File: src/hdl/humidity_frame_check_convert_unit_assert.svh
// Assertion macros used by the top RTL file of the humidity frame unit.
`ifndef HUMIDITY_FRAME_CHECK_CONVERT_UNIT_ASSERT_SVH
`define HUMIDITY_FRAME_CHECK_CONVERT_UNIT_ASSERT_SVH

`ifndef NO_ASSERTIONS
// Check a property outside reset.
`define HFC_ASSERT(lbl, clk, rst_n, prop) \
    lbl: assert property (@(posedge clk) disable iff (!rst_n) prop) \
        else $error("hfc assertion failed");
// Check a property at every edge, reset included.
`define HFC_ASSERT_ALWAYS(lbl, clk, prop) \
    lbl: assert property (@(posedge clk) prop) \
        else $error("hfc assertion failed");
`else
`define HFC_ASSERT(lbl, clk, rst_n, prop)
`define HFC_ASSERT_ALWAYS(lbl, clk, prop)
`endif

`endif

File: src/hdl/hfc_pkg.sv
package hfc_pkg;

    typedef struct packed {
        logic [7:0] rx_byte;
        logic       frame_start;
    } t_in;

    typedef struct packed {
        logic signed [14:0] temperature_centi;
        logic [13:0]        humidity_centi;
        logic [15:0]        temperature_raw;
        logic [15:0]        humidity_raw;
        logic [1:0]         status;
    } t_out;

    // Checked frame handed from the frame checker to the converter.
    typedef struct packed {
        logic [15:0] temperature_raw;
        logic [15:0] humidity_raw;
        logic [1:0]  status;
    } t_chk;

    localparam logic [1:0] ST_OK       = 2'd0;
    localparam logic [1:0] ST_TEMP_CRC = 2'd1;
    localparam logic [1:0] ST_HUM_CRC  = 2'd2;

    localparam logic [2:0] POS_T_MSB = 3'd0;
    localparam logic [2:0] POS_T_LSB = 3'd1;
    localparam logic [2:0] POS_T_CRC = 3'd2;
    localparam logic [2:0] POS_H_MSB = 3'd3;
    localparam logic [2:0] POS_H_LSB = 3'd4;
    localparam logic [2:0] POS_H_CRC = 3'd5;

    localparam logic [7:0] CRC_INIT = 8'hFF;
    localparam logic [7:0] CRC_POLY = 8'h31;

    // value = floor((K*raw + 32767) / 65535), minus the offset for temperature
    localparam logic [14:0] TEMP_SCALE  = 15'd17500;
    localparam logic [13:0] HUM_SCALE   = 14'd10000;
    localparam logic [14:0] ROUND_HALF  = 15'd32767;
    localparam logic [14:0] TEMP_OFFSET = 15'd4500;

    // One byte through CRC-8, MSB first.
    function automatic logic [7:0] crc8_feed(input logic [7:0] crc, input logic [7:0] b);
        logic [7:0] c;
        c = crc ^ b;
        for (int i = 0; i < 8; i++) begin
            if (c[7]) begin
                c = {c[6:0], 1'b0} ^ CRC_POLY;
            end else begin
                c = {c[6:0], 1'b0};
            end
        end
        return c;
    endfunction

endpackage

File: src/hdl/hfc_conv.sv
module hfc_conv
    import hfc_pkg::*;
(
    input  logic i_clk,
    input  logic i_rst_n,
    input  logic i_chk_valid,
    output logic o_chk_stall,
    input  t_chk i_chk,
    output logic o_out_valid,
    input  logic i_out_stall,
    output t_out o_out_data
);

    logic        r_a_valid;
    logic [30:0] r_a_t_prod;
    logic [29:0] r_a_h_prod;
    t_chk        r_a_chk;
    logic        r_out_valid;
    t_out        r_out;

    logic        out_ready;
    logic        a_ready;
    logic [31:0] t_sum;
    logic [30:0] h_sum;
    logic [14:0] t_quot;
    logic [13:0] h_quot;

    assign out_ready   = !r_out_valid || !i_out_stall;
    assign a_ready     = !r_a_valid || out_ready;
    assign o_chk_stall = !a_ready;

    // Divide by 65535: q = (y + (y >> 16) + 1) >> 16, exact while q < 2^16.
    assign t_sum  = {1'b0, r_a_t_prod} + {17'd0, r_a_t_prod[30:16]} + 32'd1;
    assign h_sum  = {1'b0, r_a_h_prod} + {17'd0, r_a_h_prod[29:16]} + 31'd1;
    assign t_quot = t_sum[30:16];
    assign h_quot = h_sum[29:16];

    // Multiply stage.
    always_ff @(posedge i_clk) begin
        if (!i_rst_n) begin
            r_a_valid <= 1'b0;
        end else if (a_ready) begin
            r_a_valid <= i_chk_valid;
        end
        if (a_ready && i_chk_valid) begin
            r_a_t_prod <= 31'(TEMP_SCALE) * 31'(i_chk.temperature_raw) + 31'(ROUND_HALF);
            r_a_h_prod <= 30'(HUM_SCALE) * 30'(i_chk.humidity_raw) + 30'(ROUND_HALF);
            r_a_chk    <= i_chk;
        end
    end

    // Divide and offset into the result register.
    always_ff @(posedge i_clk) begin
        if (!i_rst_n) begin
            r_out_valid <= 1'b0;
        end else if (out_ready) begin
            r_out_valid <= r_a_valid;
        end
        if (out_ready && r_a_valid) begin
            r_out.temperature_centi <= $signed(t_quot - TEMP_OFFSET);
            r_out.humidity_centi    <= h_quot;
            r_out.temperature_raw   <= r_a_chk.temperature_raw;
            r_out.humidity_raw      <= r_a_chk.humidity_raw;
            r_out.status            <= r_a_chk.status;
        end
    end

    assign o_out_valid = r_out_valid;
    assign o_out_data  = r_out;

endmodule

File: src/hdl/humidity_frame_check_convert_unit.sv
// Humidity frame check and convert unit.
// Input channel (i_in_valid / o_in_stall / i_in_data): one sensor response
// byte per beat, in frame order: temperature MSB, LSB, CRC, humidity MSB,
// LSB, CRC. Set frame_start on a beat to restart the frame at that byte.
// Without it, positions run on and wrap after the sixth byte.
// Output channel (o_out_valid / i_out_stall / o_out_data): one result beat
// per complete frame with both raw words, temperature and humidity in
// hundredths (rounded) and a status naming the first failed CRC check.
// After the edge that takes the sixth byte, the result passes through the
// check register, the multiply register and the result register.
// Throughput: one byte per cycle while o_in_stall is low; each pipeline stage holds one frame result,
// so bytes keep flowing while a result waits in the output register.
// A stall on the output holds the result register; the pipeline fills
// behind it, and o_in_stall rises only when a sixth byte would have no slot.
// Reset (synchronous, active low) empties the pipeline, restarts the frame
// position at byte 0 and seeds the CRC with 0xFF.
module humidity_frame_check_convert_unit
    import hfc_pkg::*;
(
    input  logic i_clk,
    input  logic i_rst_n,
    input  logic i_in_valid,
    output logic o_in_stall,
    input  t_in  i_in_data,
    output logic o_out_valid,
    input  logic i_out_stall,
    output t_out o_out_data
);

`include "humidity_frame_check_convert_unit_assert.svh"

    // Frame state.
    logic [2:0]  r_pos;
    logic [2:0]  n_pos;
    logic [7:0]  r_crc;
    logic [7:0]  n_crc;
    logic [15:0] r_tw;
    logic [15:0] n_tw;
    logic [15:0] r_hw;
    logic [15:0] n_hw;
    logic        r_tgood;
    logic        n_tgood;

    // Checked-frame register between the checker and the converter.
    logic        r_s1_valid;
    t_chk        r_s1;
    t_chk        n_s1;

    logic        in_beat;
    logic [2:0]  pos_eff;
    logic        emit;
    logic        conv_stall;
    logic [7:0]  rx;

    assign rx      = i_in_data.rx_byte;
    assign in_beat = i_in_valid && !o_in_stall;

    // A start mark or a stray position restarts at the first byte.
    assign pos_eff = (i_in_data.frame_start || r_pos > POS_H_CRC) ? POS_T_MSB : r_pos;
    assign emit    = in_beat && (pos_eff == POS_H_CRC);

    // Stall only when a finished frame has nowhere to go.
    assign o_in_stall = r_s1_valid && conv_stall && (pos_eff == POS_H_CRC);

    always_comb begin
        n_pos   = r_pos;
        n_crc   = r_crc;
        n_tw    = r_tw;
        n_hw    = r_hw;
        n_tgood = r_tgood;
        n_s1.temperature_raw = r_tw;
        n_s1.humidity_raw    = r_hw;
        n_s1.status          = ST_OK;
        if (!r_tgood) begin
            n_s1.status = ST_TEMP_CRC;
        end else if (r_crc != rx) begin
            n_s1.status = ST_HUM_CRC;
        end
        if (in_beat) begin
            case (pos_eff)
                POS_T_MSB: begin
                    n_crc      = crc8_feed(CRC_INIT, rx);
                    n_tw[15:8] = rx;
                    n_pos      = POS_T_LSB;
                end
                POS_T_LSB: begin
                    n_crc     = crc8_feed(r_crc, rx);
                    n_tw[7:0] = rx;
                    n_pos     = POS_T_CRC;
                end
                POS_T_CRC: begin
                    n_tgood = (r_crc == rx);
                    n_crc   = CRC_INIT;
                    n_pos   = POS_H_MSB;
                end
                POS_H_MSB: begin
                    n_crc      = crc8_feed(CRC_INIT, rx);
                    n_hw[15:8] = rx;
                    n_pos      = POS_H_LSB;
                end
                POS_H_LSB: begin
                    n_crc     = crc8_feed(r_crc, rx);
                    n_hw[7:0] = rx;
                    n_pos     = POS_H_CRC;
                end
                default: begin
                    n_crc = CRC_INIT;
                    n_pos = POS_T_MSB;
                end
            endcase
        end
    end

    always_ff @(posedge i_clk) begin
        if (!i_rst_n) begin
            r_pos   <= POS_T_MSB;
            r_crc   <= CRC_INIT;
            r_tw    <= 16'd0;
            r_hw    <= 16'd0;
            r_tgood <= 1'b0;
        end else begin
            r_pos   <= n_pos;
            r_crc   <= n_crc;
            r_tw    <= n_tw;
            r_hw    <= n_hw;
            r_tgood <= n_tgood;
        end
    end

    // Load on the sixth byte, drop once the converter takes the beat.
    always_ff @(posedge i_clk) begin
        if (!i_rst_n) begin
            r_s1_valid <= 1'b0;
        end else if (emit) begin
            r_s1_valid <= 1'b1;
        end else if (!conv_stall) begin
            r_s1_valid <= 1'b0;
        end
        if (emit) begin
            r_s1 <= n_s1;
        end
    end

    hfc_conv u_conv (
        .i_clk       (i_clk),
        .i_rst_n     (i_rst_n),
        .i_chk_valid (r_s1_valid),
        .o_chk_stall (conv_stall),
        .i_chk       (r_s1),
        .o_out_valid (o_out_valid),
        .i_out_stall (i_out_stall),
        .o_out_data  (o_out_data)
    );

    `HFC_ASSERT(a_pos_range, i_clk, i_rst_n, r_pos <= POS_H_CRC)
    `HFC_ASSERT(a_sixth_loads, i_clk, i_rst_n, emit |=> r_s1_valid)
    `HFC_ASSERT(a_s1_holds, i_clk, i_rst_n, (r_s1_valid && conv_stall) |=> (r_s1_valid && $stable(r_s1)))
    `HFC_ASSERT_ALWAYS(a_stall_needs_s1, i_clk, o_in_stall |-> r_s1_valid)

endmodule
File: config.mk
export PLATFORM = sky130hd
export DESIGN_NAME = humidity_frame_check_convert_unit
export DESIGN_NICKNAME = d
export VERILOG_FILES = /design/src/hdl/hfc_pkg.sv /design/src/hdl/hfc_conv.sv /design/src/hdl/humidity_frame_check_convert_unit.sv
export VERILOG_INCLUDE_DIRS = /design/src /design/src/hdl
export SDC_FILE = /design/constraint.sdc
export NUM_CORES = 1
export LEC_CHECK = 0
export BUFFER_PORTS_ARGS = -buffer_cell sky130_fd_sc_hd__buf_2
export CAP_MARGIN = 20
export CORE_ASPECT_RATIO = 1.5
export CORE_MARGIN = 10
export CORE_UTILIZATION = 25
export CTS_BUF_LIST = sky130_fd_sc_hd__clkbuf_16
export CTS_CLUSTER_DIAMETER = 30
export DETAILED_ROUTE_END_ITERATION = 10
export GPL_TIMING_DRIVEN = 0
export PLACE_DENSITY_LB_ADDON = 0.15
export SLEW_MARGIN = 0
export SYNTH_ARGS = -nofsm -noshare
export SYNTH_HDL_FRONTEND = slang
export SYNTH_SLANG_ARGS = --single-unit
File: constraint.sdc
create_clock -name i_clk -period 5.35 [get_ports i_clk]
set_clock_uncertainty 0.1 [all_clocks]
set_input_delay 0.535 -clock i_clk [delete_from_list [all_inputs] [get_ports i_clk]]
set_output_delay 0.535 -clock i_clk [all_outputs]
set_load 0.01 [all_outputs]
==> results of run 1 <==
==> state kept, by name, indices dropped and copies added, names as in the netlist, 3 cells and up <==
name and flops:
u_conv.o_out_data 63, r_s1 34, u_conv.r_a_chk 34, u_conv.r_a_t_prod 29, u_conv.r_a_h_prod 26, r_hw 16
r_tw 16, r_crc 8, r_pos 3
==> through the flow <==
stage	power, mW	cell area, sq um	hold slack [ns]
4_1_cts	5.56	21000	0.0873
5_1_grt	5.66	21500	0.168
3_5_place_dp	2.17	18100	0.305
3_3_place_gp	2.17	17900	0.301
2_1_floorplan	2.13	16500	0.300
6_report	5.46	21500	0.133
==> cells in the final DEF, fill, tap and decap left out, types with 8 or more instances in the layout <==
cell type   netlist  layout
o21a_1           15      14
buf_2             5      70
a21o_1           17      15
dfxtp_1          47      47
nor2b_1           9       8
and3_1           14      11
clkinvlp_4        0      10
buf_6             0      13
ha_4              0      24
nand3_1          25      22
fa_1             80      79
or3_1            10      10
a211oi_1         12       9
clkbuf_1         28      23
nor2_1           99      96
o21ai_0          30      26
nand2_1          75      72
bufinv_16         0       8
edfxtp_1        186     186
mux2i_1          36      36
a221oi_1         11       9
clkbuf_16         0      51
inv_1           230     206
ha_1            195     165
o211ai_1         18      18
inv_2             0      27
nor3_2            1      10
nand2b_1         12      11
nand4_1          13      13
a21oi_1          45      38
buf_4             0      83
xor2_1           51      48
nor3_1           25      16
xnor2_1          92      86
==> repair_timing <==
item	in CTS	in global routing
setup buffers	68	24
hold buffers	0	0
resized for setup	112	64
hold endpoints to repair	0	0
setup endpoints to repair	29	25
pin swaps	67	45
==> final cells by class <==
type / count / area, sq um / area share [%]
multi-input cells: 1012 / 9780 / 45.5
flip-flops and latches: 233 / 6530 / 30.4
clock buffers: 51 / 1280 / 5.94
repair buffers: 169 / 1210 / 5.63
well taps: 877 / 1100 / 5.11
inverters: 230 / 863 / 4.02
clock inverters: 45 / 577 / 2.69
plain buffers: 30 / 146 / 0.682
==> cell families (layout without fill, tap and decap cells) <==
logic type	count (synthesis)	in the layout	synth area share (%)
compound gates	230	230	10.1
mux	36	36	2.19
fa+ha+maj	276	276	24.6
flops	233	233	39.6
buf+inv	266	525	6.10
simple gates	327	327	9.86
xor+xnor	143	143	7.60
==> synth_stat cells (all sizes together), types with 5 or more instances <==
cell type    n  area [sq um]
or3         11          73.8
nor3b        7          57.6
nor3        26           135
dfxtp       47           941
ha         195          2440
o211ai      18           135
xnor2       92           806
nor2        99           372
nand3       25           125
nand2b      12          75.1
a211oi      16           148
nor2b        9          56.3
o21bai       6          45.0
inv        230           863
a21oi       49           260
buf          8          36.3
a221oi      11          96.3
a21boi       6          45.0
nand2       75           282
a21o        17           128
xor2        51           447
fa          80          1600
nand4       13          81.3
edfxtp     186          5590
mux2i       36           360
a31oi        9          62.6
and2         8          50.1
nor4         6          50.0
o21ai       39           195
o21a        15           113
and3        14          87.6
clkbuf      28           105
a2111o       5          56.3
==> worst paths after layout <==
check                                                       end  slack, ns  cells after the start
worst max-delay path            u_conv.r_a_t_prod[30]$_DFFE_PP_      -0.08                     18
worst min register to register   u_conv.o_out_data[5]$_DFFE_PP_       0.31                      0
worst min-delay path            u_conv.o_out_valid$_SDFFE_PN0P_       0.13                      3
worst max register to register  u_conv.r_a_t_prod[30]$_DFFE_PP_      -0.08                     18
==> worst register-to-register path, stage by stage (launching register included) <==
cell      delay (ns)
edfxtp_1        0.45
buf_4           0.18
ha_4            0.23
fa_1            0.46
ha_1            0.30
fa_1            0.48
inv_1           0.06
fa_1            0.53
inv_1           0.06
ha_4            0.26
and3_4          0.19
a221o_2         0.42
a21oi_4         0.19
o211ai_1        0.12
a21o_1          0.23
xnor2_1         0.22
nor4_4          0.37
nor3b_2         0.24
xnor2_1         0.08
==> power breakdown <==
part / total [mW] / internal (mW) / leakage (nW) / switching (mW)
clock: 3.32 / 2.17 / 0.874 / 1.15
sequential: 1.96 / 1.95 / 2.06 / 0.00889
combinational: 0.185 / 0.0810 / 6.26 / 0.104
total: 5.46 / 4.20 / 9.20 / 1.26
==> per-layer routing <==
layer	vias to the layer above	GRT usage, %	wire length (microns)
li1	5710	-	-
met1	5518	11.3	15700
met2	148	20.8	22600
met3	54	2.36	1940
met4	0	3.74	1080
met5	-	0	0
==> results.py, run 1 <==
metrics = {
    "outcome": {
        "status": "finished, violations left",
        "failed_checks": "setup timing",
    },
    "worst_setup_path": {
        "cp.required_ns": 5.60,
        "crit_start": "r_s1[26]$_DFFE_PP_",
        "cp_slowest_cell": "fa_1",
        "critPathTopFamily": "adder cells",
        "arrival_ns": 5.67,
        "path_max_fanout": 7,
        "cpPeakStageDelay_ns": 0.53,
        "timing.rr.start": "r_s1[26]$_DFFE_PP_",
        "critPathBufInv": 3,
        "crit_type": "flip-flop to flip-flop",
        "start_kind": "flip-flop",
        "cp-end-kind": "flip-flop",
        "path_cells": "buf_4, ha_4, fa_1, ha_1, fa_1, inv_1, fa_1, inv_1, ha_4, and3_4, a221o_2, a21oi_4, o211ai_1, a21o_1, xnor2_1, nor4_4, nor3b_2, xnor2_1",
        "worst_path_most_repeated_cell": "fa_1",
    },
    "cells_and_area": {
        "fill_cells": 6647,
        "post-route-util_pct": 32.8,
        "drive_above_1_share_pct": 23.5,
        "final_nets": 2015,
        "n_antenna_cell": 0,
        "final_cells": 2647,
        "area_growth_pct": 30.3,
    },
    "sta": {
        "post-route-min-period_ns": 5.43,
        "slew_headroom_pct": 34.7,
        "fin_ws_ns": -0.0755,
        "rsz0062_at_grt": "true",
        "finalHoldViolCount": 0,
        "timing.final.crit_share_pct": 101,
        "tns_ns": -0.389,
        "worstMarginPinSlew_ns": 0.973,
        "fmax_mhz": 184,
        "setup_viol": 8,
        "finalMaxSlewViolations": 0,
    },
    "logic_synthesis": {
        "synth_flop_cell": "edfxtp_1",
        "synth_edf_count": 186,
        "syn_nets": 1799,
        "postSynthCellCount": 1511,
        "yosysWarnings": 0,
        "ys_ff_latch": 233,
        "synth_cell_types": 74,
        "synthArstFlopShare_pct": 0,
        "synthesis.area_sq_mm": 0.0165,
        "synth-seq-area-share_pct": 39.6,
        "syn_avg_cell_area_sq_um": 10.9,
    },
    "hold_path": {
        "hold_path.class": "input port to flip-flop",
        "holdCritStartpoint": "i_out_stall",
    },
    "cts": {
        "clk_path_buf_depth": 3,
        "h-tree-depth": 2,
        "cts.sinks": 233,
        "clkLatencyLatePin_ns": 0.61,
        "cts_tree": "built",
        "cts_root_buf": "clkbuf_16",
        "clk_pin_slew_worst_paths_ns": 0.05,
        "cts_buffers": 51,
    },
    "routing": {
        "drt_first_pass_iters": 5,
        "drc_errors": 0,
        "wl_per_cell_microns": 15.6,
        "routed-via-count": 11400,
        "ant_nets": 0,
        "drt_wl_total_microns": 41300,
        "avgViaCountPerCell": 4.32,
        "drtIter0Drc": 451,
    },
    "die": {
        "num_rows": 115,
        "dieArea_sq_mm": 0.0768,
        "io_pins": 78,
        "core_area_sq_mm": 0.0655,
        "start_util_pct": 25.2,
        "die_h_microns": 334,
        "fp.dieW_microns": 230,
    },
    "grt": {
        "grt_pass1_wl_microns": 66500,
        "grt_pass1_vias": 12400,
        "overflow": 0,
        "antenna_found_initial": 3,
        "grt_use_total_pct": 10.8,
        "grt_max_degree": 36,
    },
    "placed_design": {
        "dp.cells": 2464,
        "portBuffers": 70,
        "hpwl_microns": 31800,
        "place_ws_ns": -0.923,
        "finalWeightedCongestion": 0.785,
    },
    "job": {
        "maxCapViolCount": 0,
    },
    "pwr": {
        "ir_drop_mv": 0.194,
        "leakage_nw": 9.20,
        "cellPowerDensity_mw_per_mm2": 254,
    },
}
Note: power is estimated with default switching activity, not from simulation.
==> run 2, diff against run 1 <==
- PLACE_DENSITY_LB_ADDON: 0.15 -> 0.08
==> run 2 against run 1 <==
Compared with the run above:
- the run still ends with setup timing left
- combinational power rose by 5%
- fmax shrank 0.99%
- sequential power about the same
- count of clock-buffer cells in the layout grew 2
- total power shrank 0.66%
- non-clock buffer count grew 23
- via count grew 1.9%
- final cell count up 1.1%
- hold slack worse by 0.0060 ns
- die area stayed put
==> results.py, run 2 (synthesis results as in run 1) <==
metrics = {
    "die": {
        "die_h_microns": 334,
        "fp.dieW_microns": 230,
        "start_util_pct": 25.2,
        "core_area_sq_mm": 0.0655,
        "dieArea_sq_mm": 0.0768,
        "io_pins": 78,
        "num_rows": 115,
    },
    "routing": {
        "routed-via-count": 11600,
        "ant_nets": 0,
        "avgViaCountPerCell": 4.35,
        "drt_first_pass_iters": 4,
        "drc_errors": 0,
        "drt_wl_total_microns": 44200,
        "wl_per_cell_microns": 16.5,
        "drtIter0Drc": 391,
    },
    "cts": {
        "cts_tree": "built",
        "h-tree-depth": 2,
        "clk_path_buf_depth": 3,
        "cts_root_buf": "clkbuf_16",
        "clkLatencyLatePin_ns": 0.62,
        "clk_pin_slew_worst_paths_ns": 0.05,
        "cts.sinks": 233,
        "cts_buffers": 53,
    },
    "sta": {
        "setup_viol": 11,
        "fmax_mhz": 182,
        "finalHoldViolCount": 0,
        "rsz0062_at_grt": "true",
        "fin_ws_ns": -0.130,
        "tns_ns": -0.570,
        "finalMaxSlewViolations": 0,
        "timing.final.crit_share_pct": 102,
        "slew_headroom_pct": 38.0,
        "worstMarginPinSlew_ns": 0.924,
        "post-route-min-period_ns": 5.48,
    },
    "cells_and_area": {
        "final_nets": 2041,
        "final_cell_mix": "212 x inv_1, 186 x edfxtp_1, 158 x ha_1",
        "largest_reg_flops": 63,
        "regArea_sq_mm": 0.00653,
        "multi_input_area_sq_mm": 0.0101,
        "n_antenna_cell": 0,
        "fill_cells": 6643,
        "area_growth_pct": 33.5,
        "drive_above_1_share_pct": 26.1,
        "final_cells": 2675,
        "final_common_cell": "inv_1",
    },
    "pwr": {
        "leakage_nw": 9.43,
        "ir_drop_mv": 0.252,
        "cellPowerDensity_mw_per_mm2": 247,
    },
    "grt": {
        "overflow": 0,
        "antenna_found_initial": 0,
        "grt_max_degree": 32,
        "grt_use_total_pct": 11.7,
        "grt_pass1_wl_microns": 70300,
        "grt_pass1_vias": 12800,
    },
    "worst_setup_path": {
        "arrival_ns": 5.72,
        "cp.required_ns": 5.59,
        "reg2regPathDepth": 21,
        "path_max_fanout": 6,
        "cp-end-kind": "flip-flop",
        "crit_type": "flip-flop to flip-flop",
        "start_kind": "flip-flop",
    },
    "job": {
        "maxCapViolCount": 0,
    },
    "hold_path": {
        "hold_path_depth": 3,
        "hold_path.class": "input port to flip-flop",
    },
    "outcome": {
        "status": "finished, violations left",
        "failed_checks": "setup timing",
    },
    "placed_design": {
        "portBuffers": 70,
        "dp.cells": 2464,
        "finalWeightedCongestion": 0.779,
        "hpwl_microns": 33700,
    },
}
[run 2: changes by cell type in the layout (fill, tap and decap cells not counted), moves of 5 or more]
cell / previous run / this run
clkinv_2: 1 / 6
xnor2_1: 86 / 80
buf_4: 83 / 101
ha_4: 24 / 30
inv_1: 206 / 212
xnor2_2: 6 / 11
ha_1: 165 / 158
[run 2: worst paths after layout]
kind	start	endpoint	slack (ns)
setup / recovery	r_s1[7]$_DFFE_PP_	u_conv.r_a_h_prod[29]$_DFFE_PP_	-0.13
hold / removal	i_out_stall	u_conv.o_out_valid$_SDFFE_PN0P_	0.13
setup reg to reg	r_s1[7]$_DFFE_PP_	u_conv.r_a_h_prod[29]$_DFFE_PP_	-0.13
hold reg to reg	r_hw[7]$_SDFFE_PN0P_	r_s1[9]$_DFFE_PP_	0.29
[run 2: metal layers]
| metal | global-route usage [%] | share of wire (%) |
|---|---|---|
| met5 | 0 | 0 |
| met1 | 11.1 | 35 |
| met3 | 1.85 | 2.9 |
| met2 | 24.0 | 59 |
| met4 | 4.57 | 3.1 |
[run 2: report_power, final]
part	switching (mW)	internal [mW]	total, mW
sequential	0.00905	1.95	1.96
combinational	0.109	0.0842	0.194
clock	1.11	2.16	3.27
[run 2: timing repair]
item	4_1_cts	5_1_grt
gates cloned	1	0
setup endpoints to repair	30	28
resized for setup	147	82
pin swaps	94	63
buffers inserted	91	25
hold buffers	0	0
[run 2: layout make-up]
class / count / area share [%]
multi-input combinational: 1013 / 45.9
sequential: 233 / 29.7
timing repair buffer: 192 / 6.50
clock buffer: 53 / 6.03
tap: 877 / 4.99
inverter: 230 / 3.92
clock inverter: 47 / 2.33
buffer: 30 / 0.677
[run 2: worst max-delay path: stages (launching register included)]
cell	delay (ns)
edfxtp_1	0.43
inv_2	0.10
fa_1	0.55
inv_2	0.05
ha_4	0.25
inv_2	0.03
fa_1	0.51
inv_2	0.05
ha_4	0.25
inv_2	0.03
fa_1	0.48
inv_2	0.04
ha_4	0.23
and2_4	0.14
a221o_1	0.38
o21a_4	0.26
nand4b_1	0.25
a211oi_2	0.27
and4_4	0.27
and3b_2	0.24
nand3_2	0.10
xnor2_2	0.16
[run 2: per-stage QoR]
step	instance area, sq um	hold slack (ns)	utilization [%]	total power, mW	setup slack (ns)
2_1_floorplan	16500	0.300	-	2.13	0.000973
6_report	22000	0.127	33.6	5.42	-0.130
4_1_cts	21400	0.0704	32.6	5.52	-0.157
3_3_place_gp	17900	0.305	27.4	2.17	-2.92
5_1_grt	22000	0.119	33.6	5.63	-0.379
3_5_place_dp	18100	0.305	27.7	2.17	-0.907
==> run 3, diff against run 2 <==
- CORE_UTILIZATION: 25 -> 50
==> run 3 against run 2 <==
Compared with the run above:
- the run still ends with setup timing left
- largest cell class unchanged
- sequential cell count unchanged
- non-clock buffer count down 5
- critical path depth down 2
- combinational power down 3%
- register-to-register slack worse by 0.02 ns
- largest power group unchanged
- via count down 0.42%
- hold slack better by 0.079 ns
- sequential share of layout area up 2.0 points
- final cell count down 19%
==> results.py, run 3 (synthesis results as in run 1) <==
metrics = {
    "worst_setup_path": {
        "cp-end-kind": "flip-flop",
        "path_cells": "buf_4, buf_4, ha_4, fa_1, ha_1, fa_1, inv_1, fa_1, inv_1, ha_4, a21o_1, or2_1, o21ai_2, a2111o_1, a31oi_4, xor2_4, nor4_4, nand4_1, xnor2_2",
        "cp.required_ns": 5.54,
        "cpPeakStageDelay_ns": 0.52,
        "crit_type": "flip-flop to flip-flop",
        "cp_slowest_cell": "fa_1",
        "reg2regPathDepth": 19,
        "path_max_fanout": 8,
        "critPathTopFamily": "adder cells",
        "start_kind": "flip-flop",
        "critPathBufInv": 4,
        "arrival_ns": 5.69,
        "worst_path_most_repeated_cell": "fa_1",
        "crit_cells": 19,
    },
    "grt": {
        "grt_pass1_wl_microns": 59400,
        "antenna_found_initial": 0,
        "overflow": 0,
        "grt_pass1_vias": 12200,
        "grt_use_total_pct": 17.8,
        "grt_max_degree": 36,
    },
    "outcome": {
        "failed_checks": "setup timing",
        "status": "finished, violations left",
    },
    "placed_design": {
        "finalWeightedCongestion": 0.875,
        "portBuffers": 70,
        "hpwl_microns": 27700,
    },
    "cts": {
        "clk_path_buf_depth": 3,
        "clkLatencyLatePin_ns": 0.53,
        "clk_pin_slew_worst_paths_ns": 0.06,
        "h-tree-depth": 2,
        "cts_root_buf": "clkbuf_16",
        "cts_buffers": 38,
        "cts.sinks": 233,
        "holdBufCountCts": 0,
        "cts_tree": "built",
    },
    "routing": {
        "drtIter0Drc": 418,
        "routed-via-count": 11600,
        "wl_per_cell_microns": 17.0,
        "avgViaCountPerCell": 5.33,
        "drt_wl_total_microns": 37000,
        "ant_nets": 0,
        "drt_first_pass_iters": 4,
        "drc_errors": 0,
    },
    "cells_and_area": {
        "area_growth_pct": 25.0,
        "final_common_cell": "inv_1",
        "final_nets": 2020,
        "final_cell_mix": "210 x inv_1, 186 x edfxtp_1, 167 x ha_1",
        "n_antenna_cell": 0,
        "drive_above_1_share_pct": 24.0,
        "post-route-util_pct": 63.3,
        "largest_reg_flops": 63,
    },
    "pwr": {
        "p_seq_share_pct": 42.9,
        "clkPwrFrac_pct": 52.9,
        "leakage_nw": 9.07,
        "cellPowerDensity_mw_per_mm2": 221,
        "ir_drop_mv": 0.317,
        "power_mw": 4.56,
        "p_int_mw": 3.52,
        "p_switching_mw": 1.03,
        "switching_share_pct": 22.7,
        "pwr-share-comb_pct": 4.2,
    },
    "sta": {
        "fin_ws_ns": -0.153,
        "rsz0062_at_grt": "true",
        "fmax_mhz": 182,
        "post-route-min-period_ns": 5.50,
        "slew_headroom_pct": 25.8,
        "worstMarginPinSlew_ns": 1.10,
        "finalMaxSlewViolations": 0,
        "finalHoldViolCount": 0,
        "timing.final.crit_share_pct": 103,
        "setup_viol": 7,
    },
    "job": {
        "maxCapViolCount": 0,
    },
    "die": {
        "io_pins": 78,
        "core_area_sq_mm": 0.0325,
        "start_util_pct": 50.7,
        "dieArea_sq_mm": 0.0408,
        "fp.dieW_microns": 168,
        "die_h_microns": 242,
        "num_rows": 81,
    },
    "hold_path": {
        "hold_path_depth": 3,
        "hold_path.class": "input port to flip-flop",
    },
}
[run 3: cell type report]
cell class              count  area (sq um)
flip-flops and latches    233          6530
repair buffers            188          1370
clock inverters            28           287
clock buffers              40          1000
plain buffers              29           143
fillers                  2551         11900
multi-input cells        1012          9900
inverters                 230           863
well taps                 415           519
[run 3: layer usage]
layer | routed length (microns) | track usage [%] | vias to the layer above
li1 | - | - | 5704
met1 | 13200 | 16.8 | 5632
met2 | 21000 | 35.5 | 167
met3 | 1180 | 2.84 | 92
met4 | 1590 | 8.44 | 0
met5 | 0 | 0 | -
[run 3: power groups by stage]
| stage | combinational, mW | sequential [mW] | clock, mW |
|---|---|---|---|
| after floorplan | 0.141 | 1.99 | 0 |
| after global placement | 0.173 | 1.99 | 0 |
| after detailed placement | 0.176 | 1.99 | 0 |
| after CTS | 0.182 | 1.96 | 2.47 |
| after global routing | 0.206 | 1.96 | 2.55 |
| final | 0.189 | 1.96 | 2.41 |
[run 3: worst register-to-register path, cell delays in order, from the launching register on]
cell      delay (ns)
edfxtp_1        0.39
buf_4           0.17
buf_4           0.15
ha_4            0.15
fa_1            0.45
ha_1            0.31
fa_1            0.49
inv_1           0.06
fa_1            0.53
inv_1           0.06
ha_4            0.31
a21o_1          0.17
or2_1           0.23
o21ai_2         0.13
a2111o_1        0.47
a31oi_4         0.28
xor2_4          0.13
nor4_4          0.32
nand4_1         0.18
xnor2_2         0.17
[run 3: worst paths after layout]
path / endpoint / from / slack [ns]
min reg2reg: u_conv.o_out_data[28]$_DFFE_PP_ / u_conv.r_a_chk[28]$_DFFE_PP_ / 0.32
max: u_conv.r_a_t_prod[28]$_DFFE_PP_ / r_s1[27]$_DFFE_PP_ / -0.15
min: u_conv.o_out_valid$_SDFFE_PN0P_ / i_out_stall / 0.21
max reg2reg: u_conv.r_a_t_prod[28]$_DFFE_PP_ / r_s1[27]$_DFFE_PP_ / -0.15
[run 3: through the flow]
step / instances / hold slack [ns] / area (sq um) / setup WS, ns / setup TNS (ns)
2_1_floorplan: 1511 / 0.300 / 16500 / 0.000973 / 0
3_3_place_gp: 1996 / 0.302 / 17400 / -2.17 / -241.05
3_5_place_dp: 2001 / 0.305 / 17500 / -0.774 / -12.19
4_1_cts: 2139 / 0.180 / 19900 / -0.106 / -0.533
5_1_grt: 2175 / 0.225 / 20600 / -0.305 / -2.66
6_report: 2175 / 0.206 / 20600 / -0.153 / -0.512
[run 3: what timing repair did]
action                                  4_1_cts  5_1_grt
cloned                                        0        1
setup buffers                                74       38
hold endpoints to repair                      0        0
gates resized for setup                     103       97
pin swaps                                    61       62
endpoints found under the setup margin       28       27
